<file path="config.mk">
export PLATFORM = sky130hd
export DESIGN_NAME = nlmsp_div
export DESIGN_NICKNAME = d
export VERILOG_FILES = /design/src/hw/rtl/nlmsp_pkg.sv /design/src/hw/rtl/nlmsp_div.sv
export SDC_FILE = /design/constraint.sdc
export NUM_CORES = 1
export LEC_CHECK = 0
export ABC_AREA = 1
export ABC_CLOCK_PERIOD_IN_PS = 4450
export BUFFER_PORTS_ARGS = -buffer_cell sky130_fd_sc_hd__clkbuf_2
export CAP_MARGIN = 20
export CELL_PAD_IN_SITES_DETAIL_PLACEMENT = 1
export CELL_PAD_IN_SITES_GLOBAL_PLACEMENT = 1
export CORE_ASPECT_RATIO = 2
export CORE_MARGIN = 4
export CORE_UTILIZATION = 40
export CTS_BUF_LIST = sky130_fd_sc_hd__clkbuf_4
export DETAILED_ROUTE_END_ITERATION = 7
export PLACE_DENSITY = 0.8
export SYNTH_ARGS = -nofsm -noshare
export SYNTH_HDL_FRONTEND = slang
export SYNTH_SLANG_ARGS = --single-unit
export TNS_END_PERCENT = 10
</file>
<file path="constraint.sdc">
create_clock -name clock -period 4.45 [get_ports clock]
set_clock_uncertainty 0.15 [all_clocks]
set_input_delay 0 -clock clock [delete_from_list [all_inputs] [get_ports clock]]
set_output_delay 0 -clock clock [all_outputs]
set_load 0.01 [all_outputs]
</file>
<file path="src/hw/rtl/nlmsp_pkg.sv">
package nlmsp_pkg;

   // Field and arithmetic widths fixed by the sample, weight and step formats.
   localparam int SAMPLE_W = 16;
   localparam int WEIGHT_W = 32;
   localparam int STEP_W   = 16;
   localparam int ERR_W    = 17;
   localparam int QUOT_W   = 34;
   localparam int NUM_W    = 60;
   localparam int ORDER_DEF = 8;
   localparam int STEP_RESET = 8192;

   // Sequencer states.
   typedef enum logic [3:0] {
      ST_IDLE,
      ST_PRED,
      ST_FLUSH,
      ST_EVAL,
      ST_MU,
      ST_TMUL,
      ST_TSTART,
      ST_TDIV,
      ST_TWR,
      ST_SHIFT,
      ST_OUT
   } state_type;

   // What every cell of the row does in a cycle.
   typedef enum logic [1:0] {
      CELL_HOLD,
      CELL_ROTATE,
      CELL_SHIFT
   } cell_mode_type;

   // Reset weight of a tap: 2.0, -1.0 and zero, or a single 1.0 for a one-tap row.
   function automatic logic signed [WEIGHT_W-1:0] init_weight(input int order, input int idx);
      logic signed [WEIGHT_W-1:0] w;
      w = '0;
      if (order == 1) begin
         w = WEIGHT_W'(32'sh0100_0000);
      end else if (idx == 0) begin
         w = WEIGHT_W'(32'sh0200_0000);
      end else if (idx == 1) begin
         w = WEIGHT_W'(-32'sh0100_0000);
      end
      return w;
   endfunction

endpackage

</file>
<file path="src/hw/rtl/nlmsp_div.sv">
module nlmsp_div #(
   parameter int DEN_W = 34
) (
   input  logic                                clock,
   input  logic                                reset,
   input  logic                                start,
   input  logic [nlmsp_pkg::NUM_W-1:0]         numer,
   input  logic [DEN_W-1:0]                    denom,
   output logic                                done,
   output logic [nlmsp_pkg::QUOT_W-1:0]        quot
);

   localparam int QW    = nlmsp_pkg::QUOT_W;
   localparam int CMP_W = DEN_W + nlmsp_pkg::NUM_W;
   localparam int CNT_W = $clog2(QW + 1);

   logic             busy_ff, busy_in;
   logic             done_ff, done_in;
   logic [CNT_W-1:0] cnt_ff, cnt_in;
   logic [DEN_W-1:0] rem_ff, rem_in;
   logic [DEN_W-1:0] den_ff, den_in;
   logic [QW-1:0]    low_ff, low_in;
   logic [QW-1:0]    q_ff, q_in;
   logic             ovf;
   logic [DEN_W:0]   trial;
   logic [DEN_W:0]   diff;
   logic             ge;

   // The high part of the numerator at or above the divisor means the quotient
   // does not fit; it is then pinned to all ones, which still saturates the tap.
   assign ovf = CMP_W'(numer[nlmsp_pkg::NUM_W-1:QW]) >= CMP_W'(denom);

   // One restoring step a cycle.
   assign trial = {rem_ff, low_ff[QW-1]};
   assign diff  = trial - {1'b0, den_ff};
   assign ge    = trial >= {1'b0, den_ff};

   always_comb begin
      busy_in = busy_ff;
      done_in = 1'b0;
      cnt_in  = cnt_ff;
      rem_in  = rem_ff;
      den_in  = den_ff;
      low_in  = low_ff;
      q_in    = q_ff;
      if (start) begin
         den_in = denom;
         cnt_in = '0;
         if (ovf) begin
            q_in    = '1;
            done_in = 1'b1;
            busy_in = 1'b0;
         end else begin
            rem_in  = DEN_W'(numer[nlmsp_pkg::NUM_W-1:QW]);
            low_in  = numer[QW-1:0];
            q_in    = '0;
            busy_in = 1'b1;
         end
      end else if (busy_ff) begin
         rem_in = ge ? diff[DEN_W-1:0] : trial[DEN_W-1:0];
         q_in   = {q_ff[QW-2:0], ge};
         low_in = {low_ff[QW-2:0], 1'b0};
         cnt_in = cnt_ff + CNT_W'(1);
         if (cnt_ff == CNT_W'(QW - 1)) begin
            busy_in = 1'b0;
            done_in = 1'b1;
         end
      end
   end

   always_ff @(posedge clock) begin
      if (reset) begin
         busy_ff <= 1'b0;
         done_ff <= 1'b0;
         cnt_ff  <= '0;
      end else begin
         busy_ff <= busy_in;
         done_ff <= done_in;
         cnt_ff  <= cnt_in;
      end
   end

   always_ff @(posedge clock) begin
      rem_ff <= rem_in;
      den_ff <= den_in;
      low_ff <= low_in;
      q_ff   <= q_in;
   end

   assign done = done_ff;
   assign quot = q_ff;

endmodule

</file>
==> out/metrics.cfg <==
[routing]
wl_um=35700
wl_met2_um=20700
num_vias=9617
via_per_inst=5.07
top_layer_used=met4
ant_nets=0
first_iter_violations=375
drtPass1Iterations=4
post_drt_wl_per_cell_um=18.8
drc_errors=0
wl_met1_um=11700
wl_met3_um=1140

[place]
place_congestion=0.970
place_hpwl_um=23200
dpl_cell_area_um2=10500
port_buffers=131
place_ws_ps=1360

[timing]
fin_hold_ws_ps=72.5
post-route-min-period_ps=3170
rsz0062_at_grt=false
setup_ws_ps=1280
tns_ps=0
worstMarginPinSlew_ps=825
fmax_mhz=315
final.period_utilization_pct=71.3
relSlewSlack_pct=45.0
drv_slew=0
setup_viol=0
final_hold_viol_count=0

[clock_tree]
cts_htree_levels=4
clkSlewWorstSetupHoldPaths_ps=140
cts_tree=yes
clockBufferDepth=2
numCtsBuffers=17
clk_latency_ps=630
cts_setup_buffers=0
ctsHoldBuffers=181
root_buffer=clkbuf_4
clkSinkCount=144
post_cts_resized=0

[yosys]
ys_warn_count=0
synth_xor_area_share_pct=1.37
netlist_area_um2=9600
synth_compound_area_share_pct=3.82
synth_fa_ha_area_share_pct=8.29
synth_top_family_by_area=simple AND/OR/NAND/NOR gates
synth_simple_gate_area_share_pct=31.9
ys_seq_area_share_pct=44.2
syn_nets=1446
synthCells=1286
synth.distinct_cells=34
synthMuxAreaShare_pct=0
ys_seq_elements=144
syn_area_per_cell_um2=7.46

[grt]
grt_use_total_pct=27.2
grt_pass1_wl_um=56300
grt-ovfl-total=0
grt_antenna_before_repair=6
grt_pass1_vias=10800
grt_max_degree=68

[worst_setup_path]
path_class=flip-flop to flip-flop
worst-path-max-fanout=36
arrival_ps=3400
max_stage_delay_ps=470
crit_path_start_kind=flip-flop
cp_top_family=simple AND/OR/NAND/NOR gates
end_kind=flip-flop
cp.required_ps=4670
cpMaxStageDelayCell=edfxtp_1
critPathMostFrequentCell=nand2_1
critical_path_buf_inv_count=0
path_cells=ha_1 -> nand2_1 -> nor2_1 -> nand2_1 -> nor2_1 -> nand2_1 -> nand3_2 -> nand3_4 -> nand2_8 -> nand2_1 -> nand3_1 -> nand2_1

[floorplan]
row_count=79
dieArea_um2=26700
initial_core_util_pct=41.0
die_y_um=227
fp.coreArea_um2=23400
io_pins=132
die_x_um=118

[layout]
multi_input_area_um2=4370
final_core_util_pct=53.9
n_fill_cell=2935
seq_area_um2=4240
nets=1754
final_common_cell=nand2_1
final_cell_mix=nand2_1 (530), inv_1 (217), dlygate4sd3_1 (181), edfxtp_1 (136), clkbuf_2 (130)
drive_above_1_share_pct=11.4
final_area_um2=12600
area_delta_synth_final_pct=31.5

[status]
status=complete, no violations

[power]
leakage_nw=6.57
powerDensity_nw_per_um2=384
ir_drop_v=0.000314

[flow_run]
drv_cap=0

[worst_hold_path]
hold_class=input port to flip-flop

## cells in the mapped netlist
cell        n  area (µm²)
nand2_1   530        1990
inv_1     218         818
edfxtp_1  136        4080
nand3_1    90         450
nor2_1     81         304
ha_1       62         776
a21oi_1    47         235
clkbuf_1   13        48.8
nand4_1    13        81.3
xnor2_1    12         105
buf_2      10        50.1
nand3b_1    9        67.6
dfxtp_1     8         160
nor3_1      8        40.0
o21ai_0     8        40.0
o21bai_1    7        52.6
buf_6       5        56.3
buf_1       3        11.3
nand2_2     3        18.8
nor2_4      3        33.8
o21ai_1     3        15.0
xor2_1      3        26.3
inv_2       2        7.51
nor2_2      2        12.5
a21o_1      1        7.51
a21oi_2     1        8.76
and2_1      1        6.26
fa_1        1        20.0
nand2_8     1        20.0
nand3_2     1        10.0
nand3_4     1        17.5
nor3b_1     1        7.51
o21a_1      1        7.51
or2_2       1        6.26
## report_power, final
group          internal (mW)  switching [mW]
clock network          0.345           0.541
logic                  0.763            1.39
registers               1.71          0.0995
total                   2.82            2.03
## sequential cells by signal, indices dropped and copies added, names as in the netlist
name and count:
busy_ff 1, done 1, cnt_ff 6, rem_ff 34, quot 34, low_ff 34
den_ff 34
## final timing paths
check,start,to,slack [ps],depth (start not counted)
worst max-delay path,rem_ff[5]$_DFFE_PP_,rem_ff[6]$_DFFE_PP_,1280,12
worst min-delay path,numer[49],rem_ff[15]$_DFFE_PP_,70,4
worst max register to register,rem_ff[5]$_DFFE_PP_,rem_ff[6]$_DFFE_PP_,1280,12
worst min register to register,cnt_ff[5]$_SDFFE_PP0P_,cnt_ff[5]$_SDFFE_PP0P_,350,1
## layout make-up
| class | count | share of cell area [%] |
|---|---|---|
| Multi-Input combinational cell | 891 | 34.6 |
| Sequential cell | 144 | 33.6 |
| Timing Repair Buffer | 320 | 20.1 |
| Inverter | 220 | 6.54 |
| Tap cell | 283 | 2.81 |
| Clock buffer | 20 | 1.19 |
| Clock inverter | 12 | 0.922 |
| Antenna cell | 6 | 0.119 |
## per-layer routing
layer,GRT usage (%),up-vias
met5,0,-
met4,16.5,0
met3,4.48,104
met2,56.0,213
met1,24.1,4632
li1,-,4668
## cell families (layout without fill, tap and decap cells)
logic type	Yosys count	after routing
AO/OA/AOI/OAI	68	68
XOR/XNOR	15	15
adder cells (fa/ha/maj)	63	63
buffers and inverters	251	572
flip-flops	144	144
other	0	6
AND/OR/NAND/NOR	745	745
## per-stage QoR
step           power, mW  cells
6_report            4.85   1896
5_1_grt             5.19   1896
4_1_cts             4.81   1890
3_5_place_dp        3.80   1677
3_3_place_gp        3.75   1677
2_1_floorplan       3.22   1286
## worst min-delay path, cell delays in order
cell,delay (ps)
dlygate4sd3_1,520
clkbuf_2,110
nand2_1,50
nand2_1,50
No activity file was read; power rests on OpenSTA's default activity.
