File: src/hw/rtl/nlmsp_pkg.sv
package nlmsp_pkg;

   // Field and arithmetic widths fixed by the sample, weight and step formats.
   localparam int SAMPLE_W = 16;
   localparam int WEIGHT_W = 32;
   localparam int STEP_W   = 16;
   localparam int ERR_W    = 17;
   localparam int QUOT_W   = 34;
   localparam int NUM_W    = 60;
   localparam int ORDER_DEF = 8;
   localparam int STEP_RESET = 8192;

   // Sequencer states.
   typedef enum logic [3:0] {
      ST_IDLE,
      ST_PRED,
      ST_FLUSH,
      ST_EVAL,
      ST_MU,
      ST_TMUL,
      ST_TSTART,
      ST_TDIV,
      ST_TWR,
      ST_SHIFT,
      ST_OUT
   } state_type;

   // What every cell of the row does in a cycle.
   typedef enum logic [1:0] {
      CELL_HOLD,
      CELL_ROTATE,
      CELL_SHIFT
   } cell_mode_type;

   // Reset weight of a tap: 2.0, -1.0 and zero, or a single 1.0 for a one-tap row.
   function automatic logic signed [WEIGHT_W-1:0] init_weight(input int order, input int idx);
      logic signed [WEIGHT_W-1:0] w;
      w = '0;
      if (order == 1) begin
         w = WEIGHT_W'(32'sh0100_0000);
      end else if (idx == 0) begin
         w = WEIGHT_W'(32'sh0200_0000);
      end else if (idx == 1) begin
         w = WEIGHT_W'(-32'sh0100_0000);
      end
      return w;
   endfunction

endpackage

File: src/hw/rtl/nlmsp_cell.sv
module nlmsp_cell #(
   parameter logic signed [nlmsp_pkg::WEIGHT_W-1:0] INIT_W = '0
) (
   input  logic                                      clock,
   input  logic                                      reset,
   input  nlmsp_pkg::cell_mode_type                  mode,
   input  logic signed [nlmsp_pkg::WEIGHT_W-1:0]     feed_w,
   input  logic signed [nlmsp_pkg::SAMPLE_W-1:0]     feed_h,
   input  logic signed [nlmsp_pkg::SAMPLE_W-1:0]     prev_h,
   output logic signed [nlmsp_pkg::WEIGHT_W-1:0]     w_out,
   output logic signed [nlmsp_pkg::SAMPLE_W-1:0]     h_out
);

   logic signed [nlmsp_pkg::WEIGHT_W-1:0] w_ff, w_in;
   logic signed [nlmsp_pkg::SAMPLE_W-1:0] h_ff, h_in;

   // A rotation moves the weight and sample pair one cell towards the head;
   // a shift moves only the samples one cell away from it.
   always_comb begin
      w_in = w_ff;
      h_in = h_ff;
      case (mode)
         nlmsp_pkg::CELL_ROTATE: begin
            w_in = feed_w;
            h_in = feed_h;
         end
         nlmsp_pkg::CELL_SHIFT: begin
            h_in = prev_h;
         end
         default: begin
            w_in = w_ff;
            h_in = h_ff;
         end
      endcase
   end

   always_ff @(posedge clock) begin
      if (reset) begin
         w_ff <= INIT_W;
      end else begin
         w_ff <= w_in;
      end
   end

   always_ff @(posedge clock) begin
      h_ff <= h_in;
   end

   assign w_out = w_ff;
   assign h_out = h_ff;

endmodule

File: config.mk
export PLATFORM = sky130hd
export DESIGN_NAME = nlmsp_cell
export DESIGN_NICKNAME = d
export VERILOG_FILES = /design/src/hw/rtl/nlmsp_pkg.sv /design/src/hw/rtl/nlmsp_cell.sv
export SDC_FILE = /design/constraint.sdc
export NUM_CORES = 1
export LEC_CHECK = 0
export ABC_AREA = 1
export BUFFER_PORTS_ARGS = -buffer_cell sky130_fd_sc_hd__buf_2
export CAP_MARGIN = 25
export CORE_MARGIN = 4
export CORE_UTILIZATION = 49
export DETAILED_ROUTE_END_ITERATION = 10
export PLACE_DENSITY = 0.85
export SYNTH_ARGS = -nofsm -noshare
export SYNTH_HDL_FRONTEND = slang
export SYNTH_SLANG_ARGS = --single-unit
File: constraint.sdc
create_clock -name clock -period 1.7 [get_ports clock]
set_input_delay 0.17 -clock clock [delete_from_list [all_inputs] [get_ports clock]]
set_output_delay 0.17 -clock clock [all_outputs]
set_load 0.03 [all_outputs]
==> results of run 1 <==
==> cell families after synthesis <==
kind of cell    count (synthesis)
buf+inv                        65
fa+ha+maj                       2
simple gates                  144
compound gates                 16
flops                          48
==> registers in the layout, summed over array words and instances (netlist names) <==
register,cells
w_out,32
h_out,16
==> how the worst max path moves through the flow <==
stage | startpoint | endpoint | depth (start not counted)
6_report | h_out[3]$_DFFE_PP_ | h_out[3] | 1
5_1_grt | h_out[4]$_DFFE_PP_ | h_out[4] | 1
4_1_cts | h_out[3]$_DFFE_PP_ | h_out[3] | 1
3_5_place_dp | mode[0] | h_out[9]$_DFFE_PP_ | 5
3_3_place_gp | mode[0] | h_out[4]$_DFFE_PP_ | 5
2_1_floorplan | mode[0] | h_out[0]$_DFFE_PP_ | 3
==> power by group through the flow <==
stage | registers, uW | clock network [uW] | logic, uW
final | 1340 | 789 | 644
after global routing | 1350 | 843 | 705
after CTS | 1340 | 811 | 654
after detailed placement | 1360 | 0 | 653
after global placement | 1360 | 0 | 639
after floorplan | 1590 | 0 | 235
==> cell type report <==
| class | instances | area share, % |
|---|---|---|
| Clock inverter | 2 | 1.21 |
| Sequential cell | 48 | 38.6 |
| Clock buffer | 6 | 2.50 |
| Timing Repair Buffer | 119 | 21.3 |
| Inverter | 52 | 6.72 |
| Tap cell | 52 | 2.24 |
| Multi-Input combinational cell | 162 | 27.5 |
==> cell usage after synthesis <==
library cell	number
buf_2	5
inv_1	52
nor2_1	32
buf_8	1
o21ai_0	16
clkbuf_2	1
buf_6	3
ha_1	2
nand2_1	52
edfxtp_1	16
dfxtp_1	32
nand2_2	28
nor2_2	32
buf_12	3
==> metal layers <==
layer	routed length (um)	up-vias	part of all wire, %
met5	0	-	0
met4	40	0	0.87
met3	535	5	12
met2	2210	77	48
met1	1810	803	39
li1	-	1021	-
==> stage by stage <==
stage / power [uW] / setup slack [ns]
2_1_floorplan: 1820 / 0.536
3_3_place_gp: 2000 / 0.539
3_5_place_dp: 2020 / 0.489
4_1_cts: 2810 / 0.658
5_1_grt: 2900 / 0.637
6_report: 2770 / 0.669
==> reports/metrics.csv, run 1 <==
stage,metric,value,unit
layout,multi-input logic area,798,um2
worst_setup_path,CP Data Arrival Time,0.86,ns
hold_path,Hold Crit Class,in -> reg,
outcome,status,finished clean,
synthesis,Mapped Cells,275,
run,max_cap viols,0,
global_routing,grt total ovfl,0,
power,PwrDens,954,nW/um2
layout,fill count,363,
global_routing,M1 GR Usage,17.1,%
layout,"leading cell types in the layout, fill and taps excluded","buf_2 (115), inv_1 (52), nand2_1 (52)",
routing,WL/cell,10.4,um
global_routing,met3 usage,5.94,%
clocking,worst-case clock buffer depth,2,
timing,setup TNS,0,ns
clocking,clk_lat worst skew,0.29,ns
layout,Non-Filler Instances,441,
worst_setup_path,worst flop-to-flop path startpoint,w_out[0]$_SDFFE_PP0N_,
hold_path,Hold EP,h_out[8]$_DFFE_PP_,
layout,Layout Utilization,65.8,%
synthesis,Synth Area per Inst,8.19,um2
worst_setup_path,Critical Path Start Type,flip-flop,
worst_setup_path,Worst path top cell family by delay,flip-flops,
synthesis,"Distinct cells, synth",14,
synthesis,Syn Nets,345,
timing,Worst Tran Pin Value,0.344,ns
power,Max VDD drop,0.000609,V
hold_path,Hold Path Depth,3,
power,Combinational Power Share,23.2,%
synthesis,largest family of logic cells by synthesized area,simple AND/OR/NAND/NOR gates,
die,Die W,75.8,um
power,sequential share of power,48.3,%
timing,WHS,0.156,ns
routing,vias,1906,
placement,Cells after DPL,433,
power,Internal,1950,uW
die,row count,24,
synthesis,sequential element share of the synthesized area,49.8,%
clocking,Root Driver,clkbuf_8,
layout,flip-flop and latch area,1120,um2
synthesis,mux share of post-synthesis cell area,0,%
global_routing,gr usage total,15.7,%
clocking,CTS tree,done,
placement,IO Port Bufs,115,
worst_setup_path,R2R setup slack,1.09,ns
global_routing,vias in the first global route,1698,
timing,Slew HR,77.1,%
clocking,# Post-CTS Setup Buffers,0,
layout,most common library cell in the layout ignoring fill and taps,buf_2,
clocking,post-cts sizing count,0,
timing,"Setup violations, final",0,
global_routing,Most Crowded Layer GR,met2,
timing,Final Skew,0,ns
worst_setup_path,sequence of cells on the critical path,buf_2,
worst_setup_path,Setup CP Type,reg -> out,
die,Initial Util,51.0,%
synthesis,Synth Cell Area,2250,um2
clocking,"Hold-fix buffers, CTS",0,
layout,layout overhead on the synthesized area,29.1,%
routing,number of nets with antenna violations after routing,0,
synthesis,Simple-Gate Fraction of Synth Area,30.7,%
routing,drt first-iter violations,70,
clocking,"CTS clk-pin slew, worst paths",0.08,ns
clocking,CTS H-tree lvls,2,
worst_setup_path,R2R depth,2,
global_routing,largest net degree at the start of global routing,65,
power,switching pwr,823,uW
worst_setup_path,CP max stage cell,edfxtp_1,
die,Die Span Y,75.8,um
power,Clock power frac,28.5,%
synthesis,Yosys warning count,0,
worst_setup_path,CP peak stage delay,0.38,ns
clocking,clk sink count,48,
worst_setup_path,Critical Path RT,1.53,ns
global_routing,global-route wire length before repair,6920,um
worst_setup_path,CP endpoint kind,output pin,
synthesis,Seq cells post-synth,48,
placement,hpwl dp,3560,um
die,Core Box Area,4410,um2
synthesis,post-synthesis compound-gate area fraction,3.56,%
worst_setup_path,reg2reg end,w_out[0]$_SDFFE_PP0N_,
global_routing,met2 GRT Util,28.0,%
routing,DRC,0,
die,full die area,5740,um2
placement,Final Wtd Congestion,0.730,
synthesis,Synth Area in XOR/XNOR,0,%
routing,drt total wl,4600,um
power,switching share of power,29.7,%
timing,fin crit period,1.03,ns
clocking,CTS buffer count,5,
layout,design area,2910,um2
timing,Peak Freq,970,MHz
timing,crit share post-route,60.6,%
die,# IOs,116,
worst_setup_path,worst path bufs/invs,1,
placement,Placed Area,2800,um2
synthesis,Yosys top cell area share,28.5,%
layout,layout cells sized above 1,48.1,%
global_routing,initial antenna violation count,0,
synthesis,top post-synthesis cells by area,"dfxtp_1 (28%), edfxtp_1 (21%), nor2_2 (8.9%), inv_1 (8.7%), nand2_1 (8.7%)",
power,Leak Pwr,0.00159,uW
layout,fin nets,458,
worst_setup_path,CP Max Fanout,1,
timing,Final Max Slew Viols,0,
routing,vias per cell,4.32,
synthesis,synthesized-area fraction occupied by adder cells,1.11,%
routing,first-pass iteration count of the detailed router,4,
timing,unrepaired setup endpoints after global routing,false,
synthesis,cell taking the most area after synthesis,dfxtp_1,
hold_path,Hold Path Origin,prev_h[8],
layout,Antenna Cells,0,
timing,final hold viol count,0,
(Power assumes the default switching activity.)
==> run 2, diff against run 1 <==
--- a/config.mk
+++ b/config.mk
@@ -9,9 +9,9 @@
 export BUFFER_PORTS_ARGS = -buffer_cell sky130_fd_sc_hd__buf_2
 export CAP_MARGIN = 25
 export CORE_MARGIN = 4
-export CORE_UTILIZATION = 49
+export CORE_UTILIZATION = 45
 export DETAILED_ROUTE_END_ITERATION = 10
-export PLACE_DENSITY = 0.85
+export PLACE_DENSITY = 0.79
 export SYNTH_ARGS = -nofsm -noshare
 export SYNTH_HDL_FRONTEND = slang
 export SYNTH_SLANG_ARGS = --single-unit
==> constraint.sdc (replaced) <==
create_clock -name clock -period 1 [get_ports clock]
set_input_delay 0.1 -clock clock [delete_from_list [all_inputs] [get_ports clock]]
set_output_delay 0.1 -clock clock [all_outputs]
set_load 0.03 [all_outputs]
==> run 2 against run 1 <==
- die area rose by 7.9%
- worst hold slack worse by 0.079 ns
- core utilization down 2.6 points
- register-to-register slack worse by 0.70 ns
- first-iteration DRC count up 21%
- wire length increased by 4.6%
- clock power up 76%
- non-clock buffer count grew 2
- final cell count rose by 3.9%
- critical path type unchanged
- critical endpoint is now h_out[7]
==> reports/metrics.csv, run 2 (synthesized netlist as in run 1, its figures left out) <==
stage,metric,value,unit
worst_setup_path,Worst path top cell family by delay,flip-flops,
clocking,Root Driver,clkbuf_8,
global_routing,largest net degree at the start of global routing,33,
power,Pwr Total,4840,uW
worst_setup_path,CP Max Fanout,1,
routing,DRC,0,
timing,Peak Freq,1000,MHz
die,Die Span Y,78.7,um
global_routing,grt total ovfl,0,
layout,Antenna Cells,0,
timing,Worst Tran Pin Value,0.325,ns
worst_setup_path,CP Data Arrival Time,0.90,ns
routing,vias per cell,4.18,
timing,fin crit period,0.998,ns
worst_setup_path,CP peak stage delay,0.40,ns
clocking,worst-case clock buffer depth,2,
routing,number of nets with antenna violations after routing,0,
power,Max VDD drop,0.000910,V
placement,Placed Area,2870,um2
die,Core Box Area,4790,um2
die,row count,25,
layout,fill count,435,
clocking,CTS buffer count,5,
timing,"Setup violations, final",0,
layout,flip-flop and latch area,1120,um2
global_routing,global-route wire length before repair,7690,um
timing,Slew HR,78.3,%
layout,max reg flops,32,
layout,"leading cell types in the layout, fill and taps excluded","buf_2 (106), nand2_1 (52), inv_1 (51)",
layout,most common library cell in the layout ignoring fill and taps,buf_2,
clocking,clk sink count,48,
routing,drt total wl,4810,um
hold_path,Hold Crit Class,in -> reg,
global_routing,gr usage total,15.5,%
timing,Final Max Slew Viols,0,
routing,WL/cell,10.5,um
routing,vias,1914,
global_routing,vias in the first global route,1866,
die,Initial Util,47.0,%
clocking,"CTS clk-pin slew, worst paths",0.09,ns
placement,IO Port Bufs,115,
clocking,CTS H-tree lvls,2,
die,full die area,6200,um2
clocking,clk_lat worst skew,0.29,ns
layout,layout overhead on the synthesized area,34.4,%
timing,unrepaired setup endpoints after global routing,true,
worst_setup_path,CP endpoint kind,output pin,
worst_setup_path,Setup CP Type,reg -> out,
worst_setup_path,CP max stage cell,edfxtp_1,
timing,setup TNS,0,ns
layout,layout cells sized above 1,48.8,%
worst_setup_path,sequence of cells on the critical path,buf_2,
run,max_cap viols,0,
placement,Final Wtd Congestion,0.733,
clocking,CTS tree,done,
routing,drt first-iter violations,85,
timing,crit share post-route,99.8,%
worst_setup_path,worst path bufs/invs,1,
worst_setup_path,Critical Path RT,0.90,ns
layout,multi-input logic area,798,um2
power,PwrDens,1600,nW/um2
die,# IOs,116,
die,Die W,78.7,um
global_routing,initial antenna violation count,0,
routing,first-pass iteration count of the detailed router,4,
worst_setup_path,worst flop-to-flop path startpoint,w_out[0]$_SDFFE_PP0N_,
outcome,status,finished clean,
layout,design area,3030,um2
worst_setup_path,Critical Path Start Type,flip-flop,
placement,hpwl dp,3700,um
power,Leak Pwr,0.00161,uW
timing,WHS,0.0766,ns
layout,fin nets,460,
worst_setup_path,beginning of the critical path,h_out[7]$_DFFE_PP_,
timing,final hold viol count,0,
timing,Final Skew,0,ns
hold_path,Hold Path Origin,prev_h[1],
clocking,# Post-CTS Setup Buffers,0,
-- run 2: changes by cell type in the layout (fill, tap and decap cells not counted), moves of 2 or more --
cell / before / now
buf_2: 115 / 106
clkbuf_4: 0 / 2
clkinvlp_4: 0 / 2
buf_12: 1 / 4
buf_6: 0 / 5
-- run 2: per-stage QoR --
step / setup WS [ns] / utilization (%) / std cells
2_1_floorplan: 0.0120 / - / 275
3_3_place_gp: -0.166 / 60.0 / 450
3_5_place_dp: -0.211 / 60.0 / 450
4_1_cts: 0.000993 / 62.4 / 458
5_1_grt: -0.0273 / 63.2 / 458
6_report: 0.00179 / 63.2 / 458
-- run 2: routing by layer --
metal | vias up | wire length, um | global-route usage [%]
met5 | - | 0 | 0
met4 | 0 | 83 | 5.24
li1 | 1024 | - | -
met2 | 79 | 2210 | 26.8
met1 | 803 | 2020 | 17.2
met3 | 8 | 491 | 6.24
-- run 2: final timing paths --
| kind | endpoint | slack (ns) | cells past startpoint |
|---|---|---|---|
| worst max-delay path | h_out[7] | 0.002 | 1 |
| worst min-delay path | h_out[1]$_DFFE_PP_ | 0.08 | 3 |
| worst max register to register | w_out[0]$_SDFFE_PP0N_ | 0.39 | 2 |
| worst min register to register | w_out[29]$_SDFFE_PP0N_ | 0.48 | 2 |
-- run 2: final cells by class --
class / instances / area share [%]
well taps: 67 / 2.77
clock inverters: 3 / 1.41
clock buffers: 5 / 2.27
repair buffers: 121 / 23.5
inverters: 52 / 6.58
multi-input cells: 162 / 26.4
flip-flops and latches: 48 / 37.1
-- run 2: what timing repair did --
item                                    4_1_cts  5_1_grt
resized for setup                             0       21
hold buffers                                  0        0
endpoints found under the setup margin        0        9
-- run 2: report_power, final --
part	internal, uW	total, uW	switching (uW)
logic	422	1170	745
clock network	738	1390	650
registers	2210	2290	75.0
